<file path="config.mk">
export PLATFORM = sky130hd
export DESIGN_NAME = pingpong_dma_buffer_ring_feeder_core_flat
export DESIGN_NICKNAME = d
export VERILOG_FILES = /design/src/rtl/ppdbrf_pkg.sv /design/src/rtl/ppdbrf_evt_if.sv /design/src/rtl/ppdbrf_res_if.sv /design/src/rtl/pingpong_dma_buffer_ring_feeder_core.sv /design/src/rtl/ppdbrf_event.sv /design/src/flat_wrapper.sv
export SDC_FILE = /design/constraint.sdc
export NUM_CORES = 1
export LEC_CHECK = 0
export BUFFER_PORTS_ARGS = -buffer_cell sky130_fd_sc_hd__buf_4
export CAP_MARGIN = 0
export CORE_AREA = 2 2 136 125
export DETAILED_ROUTE_END_ITERATION = 16
export DIE_AREA = 0 0 138 127
export PLACE_DENSITY = 0.81
export SLEW_MARGIN = 20
export SYNTH_ARGS = -nofsm -noshare
export SYNTH_HDL_FRONTEND = slang
export SYNTH_SLANG_ARGS = --single-unit
export TNS_END_PERCENT = 50
</file>
<file path="constraint.sdc">
create_clock -name clk -period 4.5 [get_ports clk]
set_clock_uncertainty 0.2 [all_clocks]
set_input_delay 0.675 -clock clk [delete_from_list [all_inputs] [get_ports clk]]
set_output_delay 0.675 -clock clk [all_outputs]
set_load 0.05 [all_outputs]
</file>
<file path="src/rtl/ppdbrf_pkg.sv">
// Shared types and constants for the ping-pong DMA buffer ring feeder.
`default_nettype none
package ppdbrf_pkg;

  localparam int unsigned MODE_W          = 2;
  localparam int unsigned SLOT_W          = 3;
  localparam int unsigned PURGED_W        = 4;
  localparam int unsigned HIGH_W          = 4;
  localparam int unsigned CTR_W           = 32;
  localparam int unsigned RESERVED_SLOTS  = 2;

  typedef enum logic [MODE_W-1:0] {
    MODE_WRITE    = 2'd0,
    MODE_DMA_DONE = 2'd1,
    MODE_PURGE    = 2'd2
  } mode_t;

  typedef struct packed {
    logic                write_accepted;
    logic                load_a;
    logic                zero_a;
    logic [SLOT_W-1:0]   slot_a;
    logic                load_b;
    logic                zero_b;
    logic [SLOT_W-1:0]   slot_b;
    logic [PURGED_W-1:0] purged_buffers;
    logic                space_available;
    logic [CTR_W-1:0]    user_urun_total;
    logic [CTR_W-1:0]    irq_urun_total;
    logic [HIGH_W-1:0]   high_water;
  } result_t;

endpackage : ppdbrf_pkg
`default_nettype wire

</file>
<file path="src/rtl/ppdbrf_evt_if.sv">
// Event channel: valid/ready handshake carrying one ring event.
`default_nettype none
interface ppdbrf_evt_if;
  import ppdbrf_pkg::*;

  logic              valid;
  logic              ready;
  logic [MODE_W-1:0] mode;
  logic              status_buffer_b_in_use;
  logic              status_started_a;
  logic              status_started_b;

  modport source (
    output valid, mode, status_buffer_b_in_use, status_started_a, status_started_b,
    input  ready
  );
  modport sink (
    input  valid, mode, status_buffer_b_in_use, status_started_a, status_started_b,
    output ready
  );
endinterface : ppdbrf_evt_if
`default_nettype wire

</file>
<file path="src/rtl/ppdbrf_res_if.sv">
// Result channel: valid/ready handshake carrying one event result.
`default_nettype none
interface ppdbrf_res_if;
  import ppdbrf_pkg::*;

  logic                valid;
  logic                ready;
  logic                write_accepted;
  logic                load_a;
  logic                zero_a;
  logic [SLOT_W-1:0]   slot_a;
  logic                load_b;
  logic                zero_b;
  logic [SLOT_W-1:0]   slot_b;
  logic [PURGED_W-1:0] purged_buffers;
  logic                space_available;
  logic [CTR_W-1:0]    user_urun_total;
  logic [CTR_W-1:0]    irq_urun_total;
  logic [HIGH_W-1:0]   high_water;

  modport source (
    output valid, write_accepted, load_a, zero_a, slot_a, load_b, zero_b, slot_b,
           purged_buffers, space_available, user_urun_total, irq_urun_total, high_water,
    input  ready
  );
  modport sink (
    input  valid, write_accepted, load_a, zero_a, slot_a, load_b, zero_b, slot_b,
           purged_buffers, space_available, user_urun_total, irq_urun_total, high_water,
    output ready
  );
endinterface : ppdbrf_res_if
`default_nettype wire

</file>
<file path="src/rtl/pingpong_dma_buffer_ring_feeder_core.sv">
// Top level of the ping-pong DMA buffer ring feeder.
//
// Tracks a ring of NUM_BUFFERS buffer slots that feed two DMA channels, two slots
// always being held back for the channels in flight. Each transfer on the evt
// channel is one event: a producer write of a full buffer, a DMA-done interrupt
// carrying the channel status, or a purge. Each event yields exactly one transfer
// on the res channel with the write verdict, the channel reloads, the purge count
// and the running underrun counters and high-water mark.
// The result is registered, and an event's result is shown on res from the cycle after it is taken.
// Throughput is one event per cycle while res is not stalled; the ring state is updated
// by a single pass of combinational logic and is ready for the following event at once.
// The result sits in an output register; while res is stalled with a result held,
// evt.ready is low, and it rises in the same cycle that the held result is taken.
// Synchronous reset empties the ring, clears the good-data flag, both underrun
// counters and the high-water mark, and drops any held result.
`default_nettype none
module pingpong_dma_buffer_ring_feeder_core #(
  parameter int unsigned NUM_BUFFERS = 8
) (
  input wire logic     clk,
  input wire logic     rst,
  ppdbrf_evt_if.sink   evt,
  ppdbrf_res_if.source res
);
  import ppdbrf_pkg::*;

  localparam int unsigned IDX_W = $clog2(NUM_BUFFERS);
  localparam int unsigned CNT_W = $clog2(NUM_BUFFERS + 1);
  localparam logic [CNT_W-1:0] FREE_INIT = CNT_W'(NUM_BUFFERS - RESERVED_SLOTS);

  logic [IDX_W-1:0] head;
  logic [IDX_W-1:0] tail;
  logic [CNT_W-1:0] used;
  logic [CNT_W-1:0] free;
  logic             data_live;
  logic [CTR_W-1:0] user_ctr;
  logic [CTR_W-1:0] irq_ctr;
  logic [CNT_W-1:0] high_mark;

  logic [IDX_W-1:0] head_next;
  logic [IDX_W-1:0] tail_next;
  logic [CNT_W-1:0] used_next;
  logic [CNT_W-1:0] free_next;
  logic             data_live_next;
  logic [CTR_W-1:0] user_ctr_next;
  logic [CTR_W-1:0] irq_ctr_next;
  logic [CNT_W-1:0] high_mark_next;

  result_t result;
  result_t res_q;
  logic    res_valid;
  logic    evt_take;

  assign evt.ready = !res_valid || res.ready;
  assign evt_take  = evt.valid && evt.ready;

  ppdbrf_event #(
    .NUM_BUFFERS (NUM_BUFFERS)
  ) u_event (
    .mode                   (evt.mode),
    .status_buffer_b_in_use (evt.status_buffer_b_in_use),
    .status_started_a       (evt.status_started_a),
    .status_started_b       (evt.status_started_b),
    .head                   (head),
    .tail                   (tail),
    .used                   (used),
    .free                   (free),
    .data_live              (data_live),
    .user_ctr               (user_ctr),
    .irq_ctr                (irq_ctr),
    .high_mark              (high_mark),
    .head_next              (head_next),
    .tail_next              (tail_next),
    .used_next              (used_next),
    .free_next              (free_next),
    .data_live_next         (data_live_next),
    .user_ctr_next          (user_ctr_next),
    .irq_ctr_next           (irq_ctr_next),
    .high_mark_next         (high_mark_next),
    .result                 (result)
  );

  always_ff @(posedge clk) begin
    if (rst) begin
      head      <= '0;
      tail      <= '0;
      used      <= '0;
      free      <= FREE_INIT;
      data_live <= 1'b0;
      user_ctr  <= '0;
      irq_ctr   <= '0;
      high_mark <= '0;
    end else if (evt_take) begin
      head      <= head_next;
      tail      <= tail_next;
      used      <= used_next;
      free      <= free_next;
      data_live <= data_live_next;
      user_ctr  <= user_ctr_next;
      irq_ctr   <= irq_ctr_next;
      high_mark <= high_mark_next;
    end
  end

  always_ff @(posedge clk) begin
    if (rst) begin
      res_valid <= 1'b0;
    end else if (evt_take) begin
      res_valid <= 1'b1;
    end else if (res.ready) begin
      res_valid <= 1'b0;
    end
  end

  always_ff @(posedge clk) begin
    if (evt_take) begin
      res_q <= result;
    end
  end

  assign res.valid           = res_valid;
  assign res.write_accepted  = res_q.write_accepted;
  assign res.load_a          = res_q.load_a;
  assign res.zero_a          = res_q.zero_a;
  assign res.slot_a          = res_q.slot_a;
  assign res.load_b          = res_q.load_b;
  assign res.zero_b          = res_q.zero_b;
  assign res.slot_b          = res_q.slot_b;
  assign res.purged_buffers  = res_q.purged_buffers;
  assign res.space_available = res_q.space_available;
  assign res.user_urun_total = res_q.user_urun_total;
  assign res.irq_urun_total  = res_q.irq_urun_total;
  assign res.high_water      = res_q.high_water;

endmodule : pingpong_dma_buffer_ring_feeder_core
`default_nettype wire

</file>
<file path="src/rtl/ppdbrf_event.sv">
// Next-state and result logic for one ring event.
`default_nettype none
module ppdbrf_event #(
  parameter int unsigned NUM_BUFFERS = 8
) (
  input  wire logic [ppdbrf_pkg::MODE_W-1:0]         mode,
  input  wire logic                                  status_buffer_b_in_use,
  input  wire logic                                  status_started_a,
  input  wire logic                                  status_started_b,
  input  wire logic [$clog2(NUM_BUFFERS)-1:0]        head,
  input  wire logic [$clog2(NUM_BUFFERS)-1:0]        tail,
  input  wire logic [$clog2(NUM_BUFFERS+1)-1:0]      used,
  input  wire logic [$clog2(NUM_BUFFERS+1)-1:0]      free,
  input  wire logic                                  data_live,
  input  wire logic [ppdbrf_pkg::CTR_W-1:0]          user_ctr,
  input  wire logic [ppdbrf_pkg::CTR_W-1:0]          irq_ctr,
  input  wire logic [$clog2(NUM_BUFFERS+1)-1:0]      high_mark,
  output logic      [$clog2(NUM_BUFFERS)-1:0]        head_next,
  output logic      [$clog2(NUM_BUFFERS)-1:0]        tail_next,
  output logic      [$clog2(NUM_BUFFERS+1)-1:0]      used_next,
  output logic      [$clog2(NUM_BUFFERS+1)-1:0]      free_next,
  output logic                                       data_live_next,
  output logic      [ppdbrf_pkg::CTR_W-1:0]          user_ctr_next,
  output logic      [ppdbrf_pkg::CTR_W-1:0]          irq_ctr_next,
  output logic      [$clog2(NUM_BUFFERS+1)-1:0]      high_mark_next,
  output ppdbrf_pkg::result_t                        result
);
  import ppdbrf_pkg::*;

  localparam int unsigned IDX_W = $clog2(NUM_BUFFERS);
  localparam int unsigned CNT_W = $clog2(NUM_BUFFERS + 1);
  localparam logic [IDX_W-1:0] LAST_IDX  = IDX_W'(NUM_BUFFERS - 1);
  localparam logic [CNT_W-1:0] FREE_INIT = CNT_W'(NUM_BUFFERS - RESERVED_SLOTS);

  logic             first_a;
  logic             second;
  logic             first_zero;
  logic             second_zero;
  logic [IDX_W-1:0] tail1;
  logic [IDX_W-1:0] tail2;
  logic [CNT_W-1:0] used1;
  logic [CNT_W-1:0] used2;
  logic [CNT_W-1:0] free1;
  logic [CNT_W-1:0] free2;
  logic [CNT_W-1:0] used_inc;
  logic [IDX_W+SLOT_W-1:0]   slot1_ext;
  logic [IDX_W+SLOT_W-1:0]   slot2_ext;
  logic [CNT_W+PURGED_W-1:0] purged_ext;
  logic [CNT_W+HIGH_W-1:0]   high_ext;
  logic [SLOT_W-1:0] slot1;
  logic [SLOT_W-1:0] slot2;

  // Channel A goes first when B is busy with a live transfer, or when B is idle and
  // A has stopped.
  assign first_a = (status_buffer_b_in_use && status_started_b) ||
                   (!status_buffer_b_in_use && !status_started_a);
  assign second  = first_a ? !status_started_b : !status_started_a;

  // First refill, from the current state.
  assign first_zero = (used == '0);
  assign tail1      = first_zero ? tail : ((tail == LAST_IDX) ? '0 : tail + 1'b1);
  assign used1      = first_zero ? used : used - 1'b1;
  assign free1      = first_zero ? free : free + 1'b1;
  assign slot1_ext  = {{SLOT_W{1'b0}}, tail};
  assign slot1      = first_zero ? '0 : slot1_ext[SLOT_W-1:0];

  // Second refill sees what the first one left behind.
  assign second_zero = (used1 == '0);
  assign tail2       = second_zero ? tail1 : ((tail1 == LAST_IDX) ? '0 : tail1 + 1'b1);
  assign used2       = second_zero ? used1 : used1 - 1'b1;
  assign free2       = second_zero ? free1 : free1 + 1'b1;
  assign slot2_ext   = {{SLOT_W{1'b0}}, tail1};
  assign slot2       = second_zero ? '0 : slot2_ext[SLOT_W-1:0];

  assign used_inc   = used + 1'b1;
  assign purged_ext = {{PURGED_W{1'b0}}, used};

  always_comb begin
    head_next      = head;
    tail_next      = tail;
    used_next      = used;
    free_next      = free;
    data_live_next = data_live;
    user_ctr_next  = user_ctr;
    irq_ctr_next   = irq_ctr;
    high_mark_next = high_mark;
    result         = '0;
    case (mode)
      MODE_WRITE: begin
        if (free != '0) begin
          free_next             = free - 1'b1;
          head_next             = (head == LAST_IDX) ? '0 : head + 1'b1;
          used_next             = used_inc;
          high_mark_next        = (used_inc > high_mark) ? used_inc : high_mark;
          data_live_next        = 1'b1;
          result.write_accepted = 1'b1;
        end
      end
      MODE_DMA_DONE: begin
        // Only the first channel's zero-page fallback marks the end of good data.
        if (first_zero && data_live) begin
          data_live_next = 1'b0;
          user_ctr_next  = user_ctr + 1'b1;
        end
        if (second) begin
          irq_ctr_next = irq_ctr + 1'b1;
          tail_next    = tail2;
          used_next    = used2;
          free_next    = free2;
        end else begin
          tail_next = tail1;
          used_next = used1;
          free_next = free1;
        end
        if (first_a) begin
          result.load_a = 1'b1;
          result.zero_a = first_zero;
          result.slot_a = slot1;
          result.load_b = second;
          result.zero_b = second && second_zero;
          result.slot_b = second ? slot2 : '0;
        end else begin
          result.load_b = 1'b1;
          result.zero_b = first_zero;
          result.slot_b = slot1;
          result.load_a = second;
          result.zero_a = second && second_zero;
          result.slot_a = second ? slot2 : '0;
        end
      end
      MODE_PURGE: begin
        result.purged_buffers = purged_ext[PURGED_W-1:0];
        head_next             = '0;
        tail_next             = '0;
        used_next             = '0;
        free_next             = FREE_INIT;
      end
      default: begin
      end
    endcase
    high_ext               = {{HIGH_W{1'b0}}, high_mark_next};
    result.space_available = (free_next != '0);
    result.user_urun_total = user_ctr_next;
    result.irq_urun_total  = irq_ctr_next;
    result.high_water      = high_ext[HIGH_W-1:0];
  end

endmodule : ppdbrf_event
`default_nettype wire

</file>
<file path="src/flat_wrapper.sv">
// flat-port wrapper written by rule: the top's interface ports become plain ports
module pingpong_dma_buffer_ring_feeder_core_flat import ppdbrf_pkg::*;
#(
  parameter int unsigned NUM_BUFFERS = 8
)
  (clk, rst, evt_valid, evt_mode, evt_status_buffer_b_in_use, evt_status_started_a, evt_status_started_b, evt_ready, res_valid, res_write_accepted, res_load_a, res_zero_a, res_slot_a, res_load_b, res_zero_b, res_slot_b, res_purged_buffers, res_space_available, res_user_urun_total, res_irq_urun_total, res_high_water, res_ready);
  ppdbrf_evt_if evt_i ();
  ppdbrf_res_if res_i ();
  input wire logic clk;
  input wire logic rst;
  input wire logic [$bits(evt_i.valid)-1:0] evt_valid;
  input wire logic [$bits(evt_i.mode)-1:0] evt_mode;
  input wire logic [$bits(evt_i.status_buffer_b_in_use)-1:0] evt_status_buffer_b_in_use;
  input wire logic [$bits(evt_i.status_started_a)-1:0] evt_status_started_a;
  input wire logic [$bits(evt_i.status_started_b)-1:0] evt_status_started_b;
  output wire logic [$bits(evt_i.ready)-1:0] evt_ready;
  output wire logic [$bits(res_i.valid)-1:0] res_valid;
  output wire logic [$bits(res_i.write_accepted)-1:0] res_write_accepted;
  output wire logic [$bits(res_i.load_a)-1:0] res_load_a;
  output wire logic [$bits(res_i.zero_a)-1:0] res_zero_a;
  output wire logic [$bits(res_i.slot_a)-1:0] res_slot_a;
  output wire logic [$bits(res_i.load_b)-1:0] res_load_b;
  output wire logic [$bits(res_i.zero_b)-1:0] res_zero_b;
  output wire logic [$bits(res_i.slot_b)-1:0] res_slot_b;
  output wire logic [$bits(res_i.purged_buffers)-1:0] res_purged_buffers;
  output wire logic [$bits(res_i.space_available)-1:0] res_space_available;
  output wire logic [$bits(res_i.user_urun_total)-1:0] res_user_urun_total;
  output wire logic [$bits(res_i.irq_urun_total)-1:0] res_irq_urun_total;
  output wire logic [$bits(res_i.high_water)-1:0] res_high_water;
  input wire logic [$bits(res_i.ready)-1:0] res_ready;
  assign evt_i.valid = evt_valid;
  assign evt_i.mode = evt_mode;
  assign evt_i.status_buffer_b_in_use = evt_status_buffer_b_in_use;
  assign evt_i.status_started_a = evt_status_started_a;
  assign evt_i.status_started_b = evt_status_started_b;
  assign evt_ready = evt_i.ready;
  assign res_valid = res_i.valid;
  assign res_write_accepted = res_i.write_accepted;
  assign res_load_a = res_i.load_a;
  assign res_zero_a = res_i.zero_a;
  assign res_slot_a = res_i.slot_a;
  assign res_load_b = res_i.load_b;
  assign res_zero_b = res_i.zero_b;
  assign res_slot_b = res_i.slot_b;
  assign res_purged_buffers = res_i.purged_buffers;
  assign res_space_available = res_i.space_available;
  assign res_user_urun_total = res_i.user_urun_total;
  assign res_irq_urun_total = res_i.irq_urun_total;
  assign res_high_water = res_i.high_water;
  assign res_i.ready = res_ready;
  pingpong_dma_buffer_ring_feeder_core #(.NUM_BUFFERS(NUM_BUFFERS)) u_core (.clk(clk), .rst(rst), .evt(evt_i), .res(res_i));
endmodule
</file>
* Word level (Yosys, flattened, before mapping) *
Cells that the tools add are included.

cells by class
  add/sub/neg operators = 10
  order comparisons = 1
  equality and inequality tests = 6
  muxes and demuxes = 34
  reduce and logical (&&, ||, !) cells = 23

operator list
  operator                                           count
  2-to-1 mux 32 bit                                  4
  adder 32 x 1 -> 32 bit (second input constant)     2
  2-to-1 mux 4 bit                                   11
  2-to-1 mux 3 bit                                   8
  case mux 4 bit (3 select lines)                    2
  adder 4 x 1 -> 4 bit (second input constant)       3
  subtractor 4 x 1 -> 4 bit (second input constant)  3
  2-to-1 mux 10 bit                                  1
  zero test 4 bit                                    2
  nonzero test 4 bit                                 2
  adder 3 x 1 -> 3 bit (second input constant)       2
  == test 3 bit (second input constant)              2
  2-to-1 mux 1 bit                                   6
  case mux 3 bit (2 select lines)                    1
  nonzero test 2 bit                                 3
  logical AND 1 bit                                  5
  greater-than comparator 4 bit                      1
  zero test 1 bit                                    4
  != test 2 bit (second input constant)              2
  AND reduction 4 bit                                1
  AND reduction 3 bit                                1
  nonzero test 3 bit                                 1
  == test 2 x 1 -> 1 bit (second input constant)     1
  == test 2 bit (second input constant)              1
  other kinds (4)                                    5

word-level totals
  bits in registers = 165
  bits of input ports = 9
  output and inout port bits = 86
  word-level logic and storage cells = 94

* Depth between registers and ports, before layout *
  depth in word-level cells = 8
  gate-level depth with buffers = 15
  depth with buffers taken out = 12

* Hierarchy *
Synthesis repeated with hierarchy kept, for this count alone.

second synthesis, totals
  cell total of the unflattened synthesis = 930
  area total of the unflattened synthesis = 9577.9 sq um

by module, submodules not included
  module                                instances  cells each  area each (sq um)  seq. area each (sq um)
  pingpong_dma_buffer_ring_feeder_core  1          468         6458.7             4204.0
  ppdbrf_event                          1          462         3119.2             0.0

* Least setup slack after synthesis *
Ideal clock, no wire load.

  path type = in2reg
  from = input res_ready
  to = register u_core.free[3]
  setup time = 108 ps
  data arrival time = 4747 ps
  required time = 4192 ps
  slack = -556 ps
  stages = 7
  buffers on the path = 2
  cell sequence = nand2b_1 nand2_1 inv_1 clkbuf_1 buf_1 a21oi_1 a211oi_1

between the ends
  longest elaborated chain between the ends = 2

RTL lines
  what                    RTL line                                    text
  start: declaration      flat_wrapper.sv:30                          input wire logic [$bits(res_i.ready)-1:0] res_ready;
  logical OR 1 bit        pingpong_dma_buffer_ring_feeder_core.sv:54  assign evt.ready = !res_valid || res.ready;
  logical AND 1 bit       pingpong_dma_buffer_ring_feeder_core.sv:55  assign evt_take = evt.valid && evt.ready;
  via u_core.evt_take     pingpong_dma_buffer_ring_feeder_core.sv:52  logic evt_take;
  end signal: assignment  pingpong_dma_buffer_ring_feeder_core.sv:97  free <= free_next;
  end: declaration        pingpong_dma_buffer_ring_feeder_core.sv:34  logic [CNT_W-1:0] free;

The timed path passes the listed nets, and every way through them passes these cells.
A chain may end at the register's enable or synchronous reset.

* Worst setup path after layout *
  from = register u_core.used[0]
  to = register u_core.free[1]

between the ends
  longest elaborated chain between the ends = 6
  elaborated cells on any way between the ends = 9
  classes of those cells = add/sub (2); mux (5); reduce/logical (2)

RTL lines
  what                                                                 RTL line                                    text
  start: declaration                                                   pingpong_dma_buffer_ring_feeder_core.sv:33  logic [CNT_W-1:0] used;
  start signal: assignment                                             pingpong_dma_buffer_ring_feeder_core.sv:96  used <= used_next;
  zero test 4 bit / subtractor 4 x 1 -> 4 bit (equally long branches)  ppdbrf_event.sv:60, ppdbrf_event.sv:62
  2-to-1 mux 4 bit, on equally long branches                           ppdbrf_event.sv:63, ppdbrf_event.sv:62
  adder 4 x 1 -> 4 bit / zero test 4 bit (equally long branches)       ppdbrf_event.sv:71, ppdbrf_event.sv:68
  2-to-1 mux 4 bit                                                     ppdbrf_event.sv:71                          assign free2 = second_zero ? free1 : free1 + 1'b1;
  2-to-1 mux 4 bit (*)                                                 ppdbrf_event.sv:105                         if (second) begin
  case mux 4 bit (3 select lines) (*)                                  ppdbrf_event.sv:88                          case (mode)

Every way passes the cells marked *; elsewhere a longest branch is shown, timed or not.

==> metrics <==
Final setup viols 0; vias per cell 5.51; grt ovf 0; Final nets 960; ys async rst share 0%; htree depth 4; worst-skew pair later-pin latency 0.43 ns; clk root buf clkbuf_16; number of max-cap violations 0; register area share after synthesis 49.6%; maximum VDD drop 0.299 mV; area of the mapped netlist 0.00835 sq mm; final wirelength 17.7 mm; Final HPWL DP 11.5 mm; hold depth 2; Tightest Pin Transition 0.989 ns; worst-case reg-to-reg path depth 12; mean area per synthesized cell 9.74 sq um; WL/cell 15.4 um; number of synthesized register bits 165; Warnings, synthesis 0; Worst Hold End u_core.user_ctr[1]; total core area 0.0160 sq mm; Max FO, Critical Path 12; Post-Synth Simple-Gate Area 21.4%; Final Hold Fails 0; drt drc 0; maximum buffer depth of the clock tree 2; Post-synth EDFFs 84; Crit Path Category register to register; WP data required 4.65 ns; Fin Hold WS 0.287 ns; Die Footprint 0.0175 sq mm; vias in the first global route 5906; worst flop-to-flop path endpoint u_core.free[1]; Fmax 265 MHz; post-cts resize count 0; WP data arrival 3.92 ns; input/output buffers 94; post-synthesis compound-gate area fraction 7.27%; Slew Limit Fails 0; Leakage 3.76 nW; fin util 61.5%; HP Class register to register; first-pass GRT wire length 29.3 mm; crit path capture type register; Layout area overhead 17.6%; via count 6321; Initial Utilization 52.3%; share of post-route cells with drive strength above 1 15.7%; Worst setup SP type register; Main synth FF type edfxtp_1; Die Y 127 um; Worst R2R Start u_core.used[0]; largest net degree at the start of global routing 80; Design Area, Final 0.00981 sq mm; CTS Sinks 165; Num CTS Buffers 17; initial antenna violation count 0; hold_buf cts 0; Tot GR Track Use 20.3%; Syn Inst Count 857; Post-DP Area 0.00917 sq mm; diode count 0; CTS tree built; adder-cell share of the synthesized area 3.45%; Tcrit/Tclk final 83.8%; Pwr Density 382 mW/mm^2; setup TNS 0 ns; Post CTS Setup Buffer Count 0; num rows 44; Slew HR 33.6%; largest family of logic cells by synthesized area simple AND/OR/NAND/NOR gates; Netlist cell types 59; status complete, no violations; Hold Crit Start u_core.user_ctr[1]; antenna viol nets, final 0; Die Wd 138 um; minimum clock period 3.77 ns; Worst R2R Setup Slack 0.73 ns; Mapped Nets 889; RSZ-0062 raised after global routing false; I/O pin cnt 95; Reg clk slew, reported paths 0.06 ns; drt pass-1 iters 4; XOR/XNOR share of the synthesized area 12.8%; total power 3.75 mW; gpl congestion 0.898; Initial DRC Count 500; mux cell area share after synthesis 1.60%
Yosys cell counts, types with 3 or more instances:
library cell / count / area [sq um]
nor2_1: 108 / 405
edfxtp_1: 84 / 2520
dfxtp_1: 81 / 1620
nand2_1: 73 / 274
xnor2_1: 69 / 604
xor2_1: 53 / 464
nand3_1: 43 / 215
clkbuf_1: 38 / 143
inv_1: 29 / 109
nor3_1: 29 / 145
o21ai_0: 27 / 135
a21oi_1: 25 / 125
ha_1: 23 / 288
nand4_1: 23 / 144
or3_1: 17 / 106
and3_1: 13 / 81.3
nor4_1: 11 / 68.8
and2_1: 10 / 62.6
mux2i_1: 10 / 100
a21boi_0: 8 / 60.1
a211oi_1: 7 / 52.6
buf_2: 7 / 35.0
and4_1: 6 / 52.6
nand2b_1: 6 / 37.5
a31oi_1: 5 / 31.3
o21a_1: 4 / 30.0
a21o_1: 3 / 22.5
a41oi_1: 3 / 26.3
mux2_2: 3 / 33.8
nor2b_1: 3 / 18.8
o211ai_1: 3 / 22.5
through the flow:
stage | setup slack (ns) | instances
floorplan | 0.693 | 857
global placement | 0.889 | 1116
detailed placement | 0.801 | 1116
CTS | 0.775 | 1148
global route | 0.373 | 1148
finish | 0.727 | 1148
critical path, cell delays in order, from the launching register on:
cell,delay [ns]
dfxtp_1,0.43
inv_1,0.19
ha_1,0.22
nor3b_1,0.53
buf_4,0.28
xnor2_1,0.13
ha_1,0.26
inv_1,0.09
a211oi_1,0.26
a31oi_1,0.29
or3_1,0.44
and3_1,0.20
a31oi_1,0.17
cells by family (layout without fill, tap and decap cells):
| group | Yosys count | count (layout) |
|---|---|---|
| AND/OR/NAND/NOR | 358 | 358 |
| flip-flops | 165 | 165 |
| XOR/XNOR | 122 | 122 |
| AO/OA/AOI/OAI | 97 | 97 |
| buffers and inverters | 79 | 163 |
| adder cells (fa/ha/maj) | 23 | 23 |
| multiplexers | 13 | 13 |
cell type report:
class / count / area [sq um]
well taps: 207 / 259
clock inverters: 15 / 215
fillers: 1336 / 6150
repair buffers: 101 / 771
multi-input cells: 613 / 3880
clock buffers: 17 / 425
inverters: 30 / 115
flip-flops and latches: 165 / 4140
cell usage in the layout (no fill, tap or decap), types with 11 or more instances in the layout:
master	synthesis	layout
a21oi_1	25	25
and3_1	13	13
buf_4	0	100
clkbuf_16	0	17
dfxtp_1	81	81
edfxtp_1	84	84
ha_1	23	23
inv_1	29	28
nand2_1	73	73
nand3_1	43	43
nand4_1	23	23
nor2_1	108	108
nor3_1	29	29
nor4_1	11	11
o21ai_0	27	27
or3_1	17	17
xnor2_1	69	69
xor2_1	53	53
how the worst max path moves through the flow:
stage / from / to / slack, ns / cells after the start
after floorplan: res_ready / u_core.user_ctr[13] / 0.69 / 8
after detailed placement: u_core.used[0] / u_core.res.space_available / 0.80 / 12
final: u_core.used[0] / u_core.free[1] / 0.73 / 12
after global routing: u_core.used[0] / u_core.res.space_available / 0.37 / 12
after CTS: u_core.used[0] / u_core.free[1] / 0.77 / 12
after global placement: u_core.used[0] / u_core.res.space_available / 0.89 / 12
sequential cells by signal (all words and copies together) (netlist names), 3 cells and up:
signal,flops
u_core.tail,3
u_core.high_mark,4
u_core.res.purged_buffers,4
u_core.res.user_urun_total,32
u_core.free,4
u_core.user_ctr,32
u_core.res.slot_b,3
u_core.res.irq_urun_total,32
u_core.res.high_water,4
u_core.used,4
u_core.irq_ctr,32
u_core.res.slot_a,3
layer usage:
layer / part of all wire (%) / GRT usage (%) / vias up
met4: 0.94 / 5.52 / 0
met1: 47 / 28.2 / 3010
li1: - / - / 3133
met3: 5.3 / 4.95 / 16
met2: 47 / 32.2 / 162
met5: 0 / 0 / -
power breakdown:
group / internal, mW / total [mW] / switching, mW
logic: 0.157 / 0.518 / 0.361
clock network: 0.943 / 1.57 / 0.627
registers: 1.63 / 1.66 / 0.0322
total: 2.73 / 3.75 / 1.02
Power figures use the tool's default switching activity.
